===== src/sv/rosc_pkg.sv =====
`timescale 1ns / 1ps

package rosc_pkg;

  // register byte offsets
  localparam logic [7:0] OFS_CTRL      = 8'h00;
  localparam logic [7:0] OFS_FREQA     = 8'h04;
  localparam logic [7:0] OFS_FREQB     = 8'h08;
  localparam logic [7:0] OFS_DORMANT   = 8'h0C;
  localparam logic [7:0] OFS_DIV       = 8'h10;
  localparam logic [7:0] OFS_PHASE     = 8'h14;
  localparam logic [7:0] OFS_STATUS    = 8'h18;
  localparam logic [7:0] OFS_RANDOMBIT = 8'h1C;
  localparam logic [7:0] OFS_COUNT     = 8'h20;

  // access kinds
  localparam logic MODE_READ  = 1'b0;
  localparam logic MODE_WRITE = 1'b1;

  localparam logic [11:0] ENABLE_OFF_CODE = 12'hD1E;
  localparam logic [15:0] FREQ_PASSWORD   = 16'h9696;

  // status bit positions
  localparam int ST_ENABLED     = 12;
  localparam int ST_DIV_RUNNING = 16;
  localparam int ST_BADWRITE    = 24;
  localparam int ST_STABLE      = 31;

  typedef struct packed {
    logic        mode;
    logic [7:0]  reg_offset;
    logic [31:0] write_data;
  } rosc_access_t;

endpackage


===== src/sv/rosc_regs.sv =====
`timescale 1ns / 1ps

module rosc_regs (
  input  logic                  clk,
  input  logic                  rst,
  input  logic                  fire,
  input  rosc_pkg::rosc_access_t acc,
  output logic [31:0]           rdata
);
  import rosc_pkg::*;

  logic [31:0] control_word;
  logic [15:0] freq_a_word;
  logic [15:0] freq_b_word;
  logic [31:0] dormant_word;
  logic [11:0] divider_word;
  logic [11:0] phase_word;
  logic        bad_write_flag;
  logic        random_bit;

  logic osc_on;
  logic pw_ok;
  logic is_write;
  logic is_read;

  assign osc_on   = control_word[23:12] != ENABLE_OFF_CODE;
  assign pw_ok    = acc.write_data[31:16] == FREQ_PASSWORD;
  assign is_write = fire && (acc.mode == MODE_WRITE);
  assign is_read  = fire && (acc.mode == MODE_READ);

  // read mux, zero on writes
  always_comb begin
    rdata = 32'd0;
    if (acc.mode == MODE_READ) begin
      unique case (acc.reg_offset)
        OFS_CTRL:      rdata = control_word;
        OFS_FREQA:     rdata = {16'd0, freq_a_word};
        OFS_FREQB:     rdata = {16'd0, freq_b_word};
        OFS_DORMANT:   rdata = dormant_word;
        OFS_DIV:       rdata = {20'd0, divider_word};
        OFS_PHASE:     rdata = {20'd0, phase_word};
        OFS_STATUS: begin
          rdata[ST_ENABLED]     = osc_on;
          rdata[ST_DIV_RUNNING] = osc_on;
          rdata[ST_STABLE]      = osc_on;
          rdata[ST_BADWRITE]    = bad_write_flag;
        end
        OFS_RANDOMBIT: rdata = {31'd0, random_bit};
        default:       rdata = 32'd0;
      endcase
    end
  end

  always_ff @(posedge clk) begin
    if (rst) begin
      control_word   <= 32'd0;
      freq_a_word    <= 16'd0;
      freq_b_word    <= 16'd0;
      dormant_word   <= 32'd0;
      divider_word   <= 12'd0;
      phase_word     <= 12'd0;
      bad_write_flag <= 1'b0;
      random_bit     <= 1'b0;
    end else begin
      if (is_read && acc.reg_offset == OFS_RANDOMBIT) begin
        random_bit <= ~random_bit;
      end
      if (is_write) begin
        unique case (acc.reg_offset)
          OFS_CTRL:    control_word <= acc.write_data;
          OFS_FREQA: begin
            if (pw_ok) freq_a_word <= acc.write_data[15:0];
            else       bad_write_flag <= 1'b1;
          end
          OFS_FREQB: begin
            if (pw_ok) freq_b_word <= acc.write_data[15:0];
            else       bad_write_flag <= 1'b1;
          end
          OFS_DORMANT: dormant_word <= acc.write_data;
          OFS_DIV:     divider_word <= acc.write_data[11:0];
          OFS_PHASE:   phase_word   <= acc.write_data[11:0];
          OFS_STATUS: begin
            if (acc.write_data[ST_BADWRITE]) bad_write_flag <= 1'b0;
          end
          default: ;
        endcase
      end
    end
  end

`ifndef SYNTH
  a_bad_pw_sets_flag: assert property (@(posedge clk) disable iff (rst)
    is_write && (acc.reg_offset == OFS_FREQA || acc.reg_offset == OFS_FREQB) && !pw_ok
    |=> bad_write_flag)
    else $error("bad password write did not raise flag");

  a_rbit_toggles: assert property (@(posedge clk) disable iff (rst)
    is_read && acc.reg_offset == OFS_RANDOMBIT |=> random_bit != $past(random_bit))
    else $error("random bit did not toggle on read");

  a_freq_guarded: assert property (@(posedge clk) disable iff (rst)
    is_write && acc.reg_offset == OFS_FREQA && !pw_ok |=> $stable(freq_a_word))
    else $error("freq a changed without password");
`endif

endmodule


===== src/sv/ring_oscillator_registers.sv =====
`timescale 1ns / 1ps

// channel  | handshake          | payload
// ---------+--------------------+--------------------------------
// access   | in_valid/in_ready  | mode, reg_offset, write_data
// result   | out_valid/out_ready| read_data
//
// one item per cycle sustained while out_ready stays high; out_valid rises once the item
// has passed the input register, the register file decode and the result register
// register state changes as the item leaves the input register, so items act in order
// rst is synchronous and clears the register file and both valid flags
// a stalled result holds the pipe; the input register still takes an item while empty

module ring_oscillator_registers (
  input  logic        clk,
  input  logic        rst,
  input  logic        in_valid,
  output logic        in_ready,
  input  logic        mode,
  input  logic [7:0]  reg_offset,
  input  logic [31:0] write_data,
  output logic        out_valid,
  input  logic        out_ready,
  output logic [31:0] read_data
);
  import rosc_pkg::*;

  // input register stage
  logic         s1_valid;
  rosc_access_t s1_acc;
  logic         s1_fire;
  logic         in_fire;
  logic [31:0]  rdata;

  // stage one moves on when the result register is free or being emptied
  assign s1_fire  = s1_valid && (!out_valid || out_ready);
  assign in_ready = !s1_valid || s1_fire;
  assign in_fire  = in_valid && in_ready;

  always_ff @(posedge clk) begin
    if (rst) begin
      s1_valid <= 1'b0;
    end else begin
      s1_valid <= in_fire || (s1_valid && !s1_fire);
    end
  end

  // payload needs no reset
  always_ff @(posedge clk) begin
    if (in_fire) begin
      s1_acc.mode       <= mode;
      s1_acc.reg_offset <= reg_offset;
      s1_acc.write_data <= write_data;
    end
  end

  // decode, read mux and register state
  rosc_regs u_regs (
    .clk   (clk),
    .rst   (rst),
    .fire  (s1_fire),
    .acc   (s1_acc),
    .rdata (rdata)
  );

  // result register
  always_ff @(posedge clk) begin
    if (rst) begin
      out_valid <= 1'b0;
    end else begin
      out_valid <= s1_fire || (out_valid && !out_ready);
    end
  end

  always_ff @(posedge clk) begin
    if (s1_fire) begin
      read_data <= rdata;
    end
  end

`ifndef SYNTH
  a_empty_takes_item: assert property (@(posedge clk) disable iff (rst)
    !s1_valid |-> in_ready)
    else $error("empty input register refused an item");

  a_write_reads_zero: assert property (@(posedge clk) disable iff (rst)
    s1_fire && s1_acc.mode == MODE_WRITE |=> out_valid && read_data == 32'd0)
    else $error("write access returned nonzero data");

  a_no_overrun: assert property (@(posedge clk) disable iff (rst)
    out_valid && !out_ready |-> !s1_fire)
    else $error("result overwritten while stalled");
`endif

endmodule

===== config.mk =====
export PLATFORM = sky130hd
export DESIGN_NAME = ring_oscillator_registers
export DESIGN_NICKNAME = d
export VERILOG_FILES = /design/src/sv/rosc_pkg.sv /design/src/sv/rosc_regs.sv /design/src/sv/ring_oscillator_registers.sv
export SDC_FILE = /design/constraint.sdc
export NUM_CORES = 1
export LEC_CHECK = 0
export BUFFER_PORTS_ARGS = -buffer_cell sky130_fd_sc_hd__buf_2
export CORE_ASPECT_RATIO = 0.75
export CORE_MARGIN = 2
export CORE_UTILIZATION = 59
export DETAILED_ROUTE_END_ITERATION = 8
export HOLD_SLACK_MARGIN = 0.08
export PLACE_DENSITY = 0.77
export SLEW_MARGIN = 20
export SYNTH_ARGS = -nofsm -noshare
export SYNTH_HDL_FRONTEND = slang
export SYNTH_HIERARCHICAL = 1
export SYNTH_SLANG_ARGS = --single-unit

===== constraint.sdc =====
create_clock -name clk -period 2.45 [get_ports clk]
set_input_delay 0.245 -clock clk [delete_from_list [all_inputs] [get_ports clk]]
set_output_delay 0.245 -clock clk [all_outputs]
set_load 0.1 [all_outputs]

Word level (Yosys, flattened, before mapping). Cells that the tools add are included.

Bits of input ports: 45. Flip-flop bits (word level): 197. Output and inout bits: 34. Word-level logic and storage cells: 63.

Equal/unequal tests: 11. Reductions and logical operators: 25. Mux-type cells: 11. Bitwise logic cells: 2.

Operators with widths (count): one-hot mux 12 bit (7 select lines) (1); == test 8 x 5 -> 1 bit (second input constant) (4); == test 16 bit (second input constant) (1); == test 8 x 4 -> 1 bit (second input constant) (2); one-hot mux 7 bit (2 select lines) (1); != test 12 bit (second input constant) (1); one-hot mux 3 bit (4 select lines) (1); one-hot mux 6 bit (2 select lines) (1); one-hot mux 1 bit (3 select lines) (3); == test 8 x 3 -> 1 bit (second input constant) (1); logical NOT 8 bit (1); AND reduction 2 bit (4); logical AND 1 bit (7); AND reduction 3 bit (2); one-hot mux 1 bit (5 select lines) (1); logical NOT 1 bit (4); logical OR 1 bit (4); != test 2 bit (second input constant) (2); AND reduction 4 bit (1); 2-to-1 mux 1 bit (2); NOT 1 bit (2); one-hot mux 1 bit (2 select lines) (1); nonzero test 2 bit (1); OR reduction 2 bit (1).

Longest topological paths before layout.
Word-level depth: 6. Gate-level depth with buffers: 9. Mapped depth without buffers: 6.

By module. Netlist, hierarchy kept.

By module, submodules not included: rosc_regs (area each 5735.5 um2, instances 1, sequential area each 2442.3 um2, cells each 704); ring_oscillator_registers (area each 2296.0 um2, instances 1, sequential area each 2232.1 um2, cells each 83).

Worst setup path after synthesis. No wires, ideal clock.

Kind: reg2reg. Start: reg out_valid. End: reg u_regs.phase_word[1]. Setup slack: -0.276 ns. Data required time: 2.322 ns. Library setup time: 0.128 ns. Clock period less this slack: 2.726 ns. Stages on the path, launching flop included: 10. Arrival: 2.599 ns. Path buffers: 3. Path through: dfxtp_1 > nand2b_1 > and2_2 > and2_0 > clkbuf_1 > and3_1 > clkbuf_1 > buf_4 > mux2i_1 > nor2_1.

Word-level cells in the longest chain between the ends: 5.

RTL lines: start, declared (line ring_oscillator_registers.sv:22) `output logic out_valid,`; start signal, assigned (line ring_oscillator_registers.sv:71) `out_valid <= s1_fire || (out_valid && !out_ready);`; logical NOT 1 bit (line ring_oscillator_registers.sv:36) `assign s1_fire = s1_valid && (!out_valid || out_ready);`; logical OR 1 bit (line ring_oscillator_registers.sv:36); logical AND 1 bit (line ring_oscillator_registers.sv:36); net s1_fire (line ring_oscillator_registers.sv:31) `logic s1_fire;`; logical AND 1 bit (line rosc_regs.sv:28) `assign is_write = fire && (acc.mode == MODE_WRITE);`; AND reduction 2 bit (no source line); end signal, assigned (line rosc_regs.sv:81) `OFS_PHASE: phase_word <= acc.write_data[11:0];`; end, declared (line rosc_regs.sv:17) `logic [11:0] phase_word;`.

The timed path passes the listed nets, and every way through them passes these cells. A chain may end at the register's enable or synchronous reset.

Worst setup path in the final report.
Start: reg s1_acc[35] (netlist bit). End: reg read_data[4] (data pin).

Word-level cells in the longest chain between the ends: 2. Elaborated cells between the ends (all ways): 8. Classes of those cells: 6 x eq/ne; 1 x mux; 1 x reduce/logical.

RTL lines: start, declared (line ring_oscillator_registers.sv:30) `rosc_access_t s1_acc;`; == test 8 x 5 -> 1 bit, or another cell as far along (line rosc_regs.sv:35) `unique case (acc.reg_offset)`; one-hot mux 12 bit (7 select lines) (*) (line rosc_regs.sv:35); end signal, assigned (line ring_oscillator_registers.sv:77) `read_data <= rdata;`; end, declared (line ring_oscillator_registers.sv:24) `output logic [31:0] read_data`.

Every way passes the cells marked *; elsewhere a longest branch is shown, timed or not.

==> impl_metrics.prom <==
# TYPE chip_impl_metric gauge
chip_impl_metric{name="place.port_buffers",unit=""} 78
chip_impl_metric{name="n_fill_cell",unit=""} 943
chip_impl_metric{name="nNetsFinal",unit=""} 942
chip_impl_metric{name="worstSkewPairLatency",unit="ps"} 440
chip_impl_metric{name="synth_xor_xnor_area_share",unit="%"} 0.218
chip_impl_info{name="r2r-end",value="read_data[4]$_DFFE_PP_"} 1
chip_impl_metric{name="timing.clock.skew",unit="ps"} 9.81
chip_impl_metric{name="totalNegativeSetupSlack",unit="ps"} 0
chip_impl_info{name="worst_hold_path_type",value="in -> reg"} 1
chip_impl_info{name="critPathCaptureType",value="flop"} 1
chip_impl_info{name="synthDominantAreaCellType",value="sky130_fd_sc_hd__dfxtp_1"} 1
chip_impl_metric{name="grt_overflow",unit=""} 0
chip_impl_metric{name="postSynthRegisterBits",unit=""} 197
chip_impl_metric{name="die_h",unit="um"} 105
chip_impl_metric{name="grt_max_degree",unit=""} 56
chip_impl_metric{name="initial_standard_cell_utilization_of_the_core",unit="%"} 61.1
chip_impl_metric{name="min_period",unit="ps"} 2250
chip_impl_metric{name="route.detailed.drc",unit=""} 0
chip_impl_info{name="rsz0062_at_grt",value="no"} 1
chip_impl_metric{name="setup.reg_to_reg.worst_slack",unit="ps"} 200
chip_impl_metric{name="antenna-diode-count",unit=""} 0
chip_impl_metric{name="io_pins",unit=""} 79
chip_impl_metric{name="yosysSeqAreaShare",unit="%"} 58.2
chip_impl_metric{name="compound_gate_fraction_of_synth_area",unit="%"} 12.8
chip_impl_metric{name="rows",unit=""} 36
chip_impl_metric{name="hold_viol_final",unit=""} 0
chip_impl_metric{name="floorplan.die_area",unit="um2"} 14600
chip_impl_metric{name="met3RoutedLength",unit="um"} 2430
chip_impl_metric{name="wl_per_cell",unit="um"} 20.1
chip_impl_metric{name="antenna_violating_nets_post_route",unit=""} 0
chip_impl_metric{name="cts.reportedPaths.clkPinSlew",unit="ps"} 80
chip_impl_metric{name="synth_simple_gate_area_share",unit="%"} 17.0
chip_impl_metric{name="detailed_router_s_first_iteration_violation_count",unit=""} 722
chip_impl_metric{name="worstRegToRegCells",unit=""} 4
chip_impl_metric{name="clock_sink_count",unit=""} 197
chip_impl_metric{name="final_min_period_over_clock_period",unit="%"} 91.7
chip_impl_metric{name="worstMarginPinSlew",unit="ps"} 624
chip_impl_metric{name="route.met2.wl",unit="um"} 9990
chip_impl_metric{name="cts_htree_levels",unit=""} 4
chip_impl_info{name="critPathLaunch",value="s1_acc[35]$_DFFE_PP_"} 1
chip_impl_metric{name="synth.mux.area_fraction",unit="%"} 7.93
chip_impl_metric{name="ys_async_sr_fraction",unit="%"} 0
chip_impl_metric{name="postSynthCellCount",unit=""} 787
chip_impl_metric{name="drv_slew",unit=""} 0
chip_impl_metric{name="irDropWorstVdd",unit="V"} 0.000735
chip_impl_info{name="worst_path_max_delay_cell",value="sky130_fd_sc_hd__or3_1"} 1
chip_impl_metric{name="drive_above_1_share",unit="%"} 19.1
chip_impl_metric{name="grt_pass1_wl",unit="um"} 34600
chip_impl_info{name="cts_tree",value="yes"} 1
chip_impl_metric{name="cellLeakagePower",unit="nW"} 3.41
chip_impl_metric{name="first_pass_iters",unit=""} 6
chip_impl_metric{name="gp_routability_congestion",unit=""} 0.910
chip_impl_info{name="endpoint",value="read_data[4]$_DFFE_PP_"} 1
chip_impl_metric{name="yosys_warnings",unit=""} 6
chip_impl_metric{name="synthAdderAreaFrac",unit="%"} 0
chip_impl_metric{name="synthesis.area_per_instance",unit="um2"} 10.2
chip_impl_metric{name="drt-met1-wl",unit="um"} 8920
chip_impl_metric{name="critical_path.max_stage_delay",unit="ps"} 580
chip_impl_metric{name="fmaxAchievable",unit="MHz"} 445
chip_impl_metric{name="cp_data_arrival_time",unit="ps"} 2520
chip_impl_info{name="netlist_top_cells_area",value="sky130_fd_sc_hd__dfxtp_1 31%, sky130_fd_sc_hd__edfxtp_1 27%, sky130_fd_sc_hd__nand2_1 6.5%, sky130_fd_sc_hd__a21oi_1 6.4%, sky130_fd_sc_hd__mux2i_1 5.0%"} 1
chip_impl_metric{name="worst_slew_margin_rel",unit="%"} 57.8
chip_impl_info{name="largest_family_of_logic_cells_by_synthesized_area",value="simple AND/OR/NAND/NOR gates"} 1
chip_impl_info{name="yosys.cell_count.top_type",value="sky130_fd_sc_hd__nand2_1"} 1
chip_impl_metric{name="via_count_of_the_first_global_routing_pass",unit=""} 6688
chip_impl_metric{name="wl",unit="um"} 21700
chip_impl_metric{name="synth_fp_nets",unit=""} 832
chip_impl_info{name="reg2reg_from",value="s1_acc[35]$_DFFE_PP_"} 1
chip_impl_metric{name="postLayoutCellArea",unit="um2"} 9630
chip_impl_info{name="cpMostUsedCell",value="sky130_fd_sc_hd__nor2_1"} 1
chip_impl_metric{name="vias",unit=""} 6637
chip_impl_metric{name="chipWidth",unit="um"} 139
chip_impl_metric{name="netlist_area",unit="um2"} 8030
chip_impl_info{name="run_status",value="completed"} 1
chip_impl_metric{name="synthDominantCellAreaShare",unit="%"} 30.9
chip_impl_metric{name="numCtsBuffers",unit=""} 17
chip_impl_info{name="critPathLaunchType",value="flop"} 1
chip_impl_metric{name="pwr_density_cell",unit="nW/um2"} 693
chip_impl_metric{name="syn_to_final_growth",unit="%"} 20.0
chip_impl_metric{name="final_number_of_setup_violating_endpoints",unit=""} 0
chip_impl_info{name="critical_path.cell_chain",value="or3_1 -> nor2_1 -> a22oi_1 -> nor2_1"} 1
chip_impl_metric{name="grt.total_usage",unit="%"} 30.5
chip_impl_info{name="clock_tree_root_buffer_cell",value="sky130_fd_sc_hd__clkbuf_16"} 1
chip_impl_metric{name="crit_fanout",unit=""} 9
chip_impl_metric{name="number_of_antenna_violations_at_the_first_check_in_global_routing",unit=""} 0
chip_impl_metric{name="place.detailed.hpwl",unit="um"} 13100
chip_impl_metric{name="cap_viol_max_count",unit=""} 0
chip_impl_metric{name="synth_cell_type_count",unit=""} 58
chip_impl_info{name="dr.max_layer_used",value="met4"} 1
chip_impl_info{name="critical_setup_path_kind",value="reg -> reg"} 1
chip_impl_metric{name="cts-root-to-sink-buffers",unit=""} 2
chip_impl_metric{name="total_placed_instance_area",unit="um2"} 8640
chip_impl_info{name="ys.flop_type",value="sky130_fd_sc_hd__dfxtp_1"} 1
chip_impl_metric{name="critical_path_required",unit="ps"} 2730
chip_impl_metric{name="core_region_area",unit="um2"} 13200
chip_impl_metric{name="synth_enable_flop_cells",unit=""} 73
chip_impl_info{name="synthTopCellsByCount",value="140 x sky130_fd_sc_hd__nand2_1, 124 x sky130_fd_sc_hd__dfxtp_1, 103 x sky130_fd_sc_hd__a21oi_1"} 1
chip_impl_metric{name="post_drt_via_cell_ratio",unit=""} 6.14
==> placed cells by master, fill, tap and decap left out, types with 3 or more instances in the layout <==
master and instances:
sky130_fd_sc_hd__o22a_1 3, sky130_fd_sc_hd__nand3b_1 4, sky130_fd_sc_hd__nor3_4 3, sky130_fd_sc_hd__a22oi_1 24, sky130_fd_sc_hd__dfxtp_1 123, sky130_fd_sc_hd__buf_12 3
sky130_fd_sc_hd__nor3_1 5, sky130_fd_sc_hd__inv_1 4, sky130_fd_sc_hd__edfxtp_1 73, sky130_fd_sc_hd__clkbuf_16 17, sky130_fd_sc_hd__or3_1 3, sky130_fd_sc_hd__nand2_1 139
sky130_fd_sc_hd__buf_4 31, sky130_fd_sc_hd__clkinvlp_4 3, sky130_fd_sc_hd__a21oi_1 103, sky130_fd_sc_hd__mux2_2 9, sky130_fd_sc_hd__mux2i_1 40, sky130_fd_sc_hd__nor4bb_1 6
sky130_fd_sc_hd__nor3b_1 3, sky130_fd_sc_hd__inv_6 6, sky130_fd_sc_hd__buf_2 77, sky130_fd_sc_hd__nor2_1 59, sky130_fd_sc_hd__mux4_2 6, sky130_fd_sc_hd__o21ai_0 37
sky130_fd_sc_hd__nand3_1 23, sky130_fd_sc_hd__nand4_1 17, sky130_fd_sc_hd__dlygate4sd3_1 42
==> metal layers <==
layer / global-route usage [%] / vias to the layer above
met1: 40.6 / 3170
met5: 0 / -
met2: 47.7 / 400
met4: 9.88 / 0
met3: 10.1 / 45
li1: - / 3022
==> stage by stage <==
stage	power [mW]	worst slack (ps)	util, %	std cells	hold slack (ps)
global route	6.88	152	73.2	1081	124
CTS	6.68	298	73.2	1081	104
detailed placement	3.97	348	65.7	1007	423
global placement	3.96	306	65.7	1007	421
finish	6.67	203	73.2	1081	115
floorplan	3.84	175	-	787	307
==> worst min path at each step <==
stage / startpoint / endpoint / slack [ps] / cells past startpoint
after floorplan: rst / out_valid$_SDFF_PP0_ / 310 / 1
after global placement: write_data[15] / s1_acc[15]$_DFFE_PP_ / 420 / 1
after detailed placement: write_data[1] / s1_acc[1]$_DFFE_PP_ / 420 / 1
after CTS: out_ready / s1_valid$_SDFF_PP0_ / 100 / 3
after global routing: out_ready / s1_valid$_SDFF_PP0_ / 120 / 3
final: out_ready / s1_valid$_SDFF_PP0_ / 110 / 3
==> layout make-up <==
| class | count | area [um2] | area share [%] |
|---|---|---|---|
| Sequential cell | 197 | 4680 | 48.5 |
| Clock buffer | 17 | 425 | 4.42 |
| Inverter | 4 | 15.0 | 0.156 |
| Multi-Input combinational cell | 524 | 3060 | 31.8 |
| Timing Repair Buffer | 153 | 1100 | 11.4 |
| Clock inverter | 15 | 144 | 1.49 |
| Tap cell | 171 | 214 | 2.22 |
==> logic make-up after synthesis <==
family                    count (synthesis)
buffers and inverters                    66
xor gates and xnor gates                  2
and+or+nand+nor                         285
AOI/OAI and AO/OA                       182
DFF                                     197
muxes                                    55
==> where the power goes <==
group          switching, mW  internal [mW]  leakage, nW
Combinational          0.304          0.130         1.42
Clock                   1.29           1.43        0.273
Sequential            0.0628           3.46         1.71
==> sequential cells by signal (all words and copies together) (netlist names) <==
name                   cells
u_regs/divider_word       12
u_regs/phase_word         12
read_data                 32
u_regs/freq_a_word        16
u_regs/freq_b_word        16
u_regs/control_word       32
u_regs/dormant_word       32
out_valid                  1
u_regs/random_bit          1
u_regs/bad_write_flag      1
s1_acc                    41
s1_valid                   1
==> worst max-delay path, delay by kind of cell (launching register included) <==
family | cells | cell delay, ps
flops | 1 | 530
simple gates | 3 | 1330
compound gates | 1 | 230
==> what timing repair did <==
item | 4_1_cts | 5_1_grt
buffers inserted | 0 | 0
setup endpoints to repair | 0 | 1
resized for setup | 0 | 1
hold buffers | 42 | 0
endpoints found under the hold margin | 42 | 0
Power figures use the tool's default switching activity.
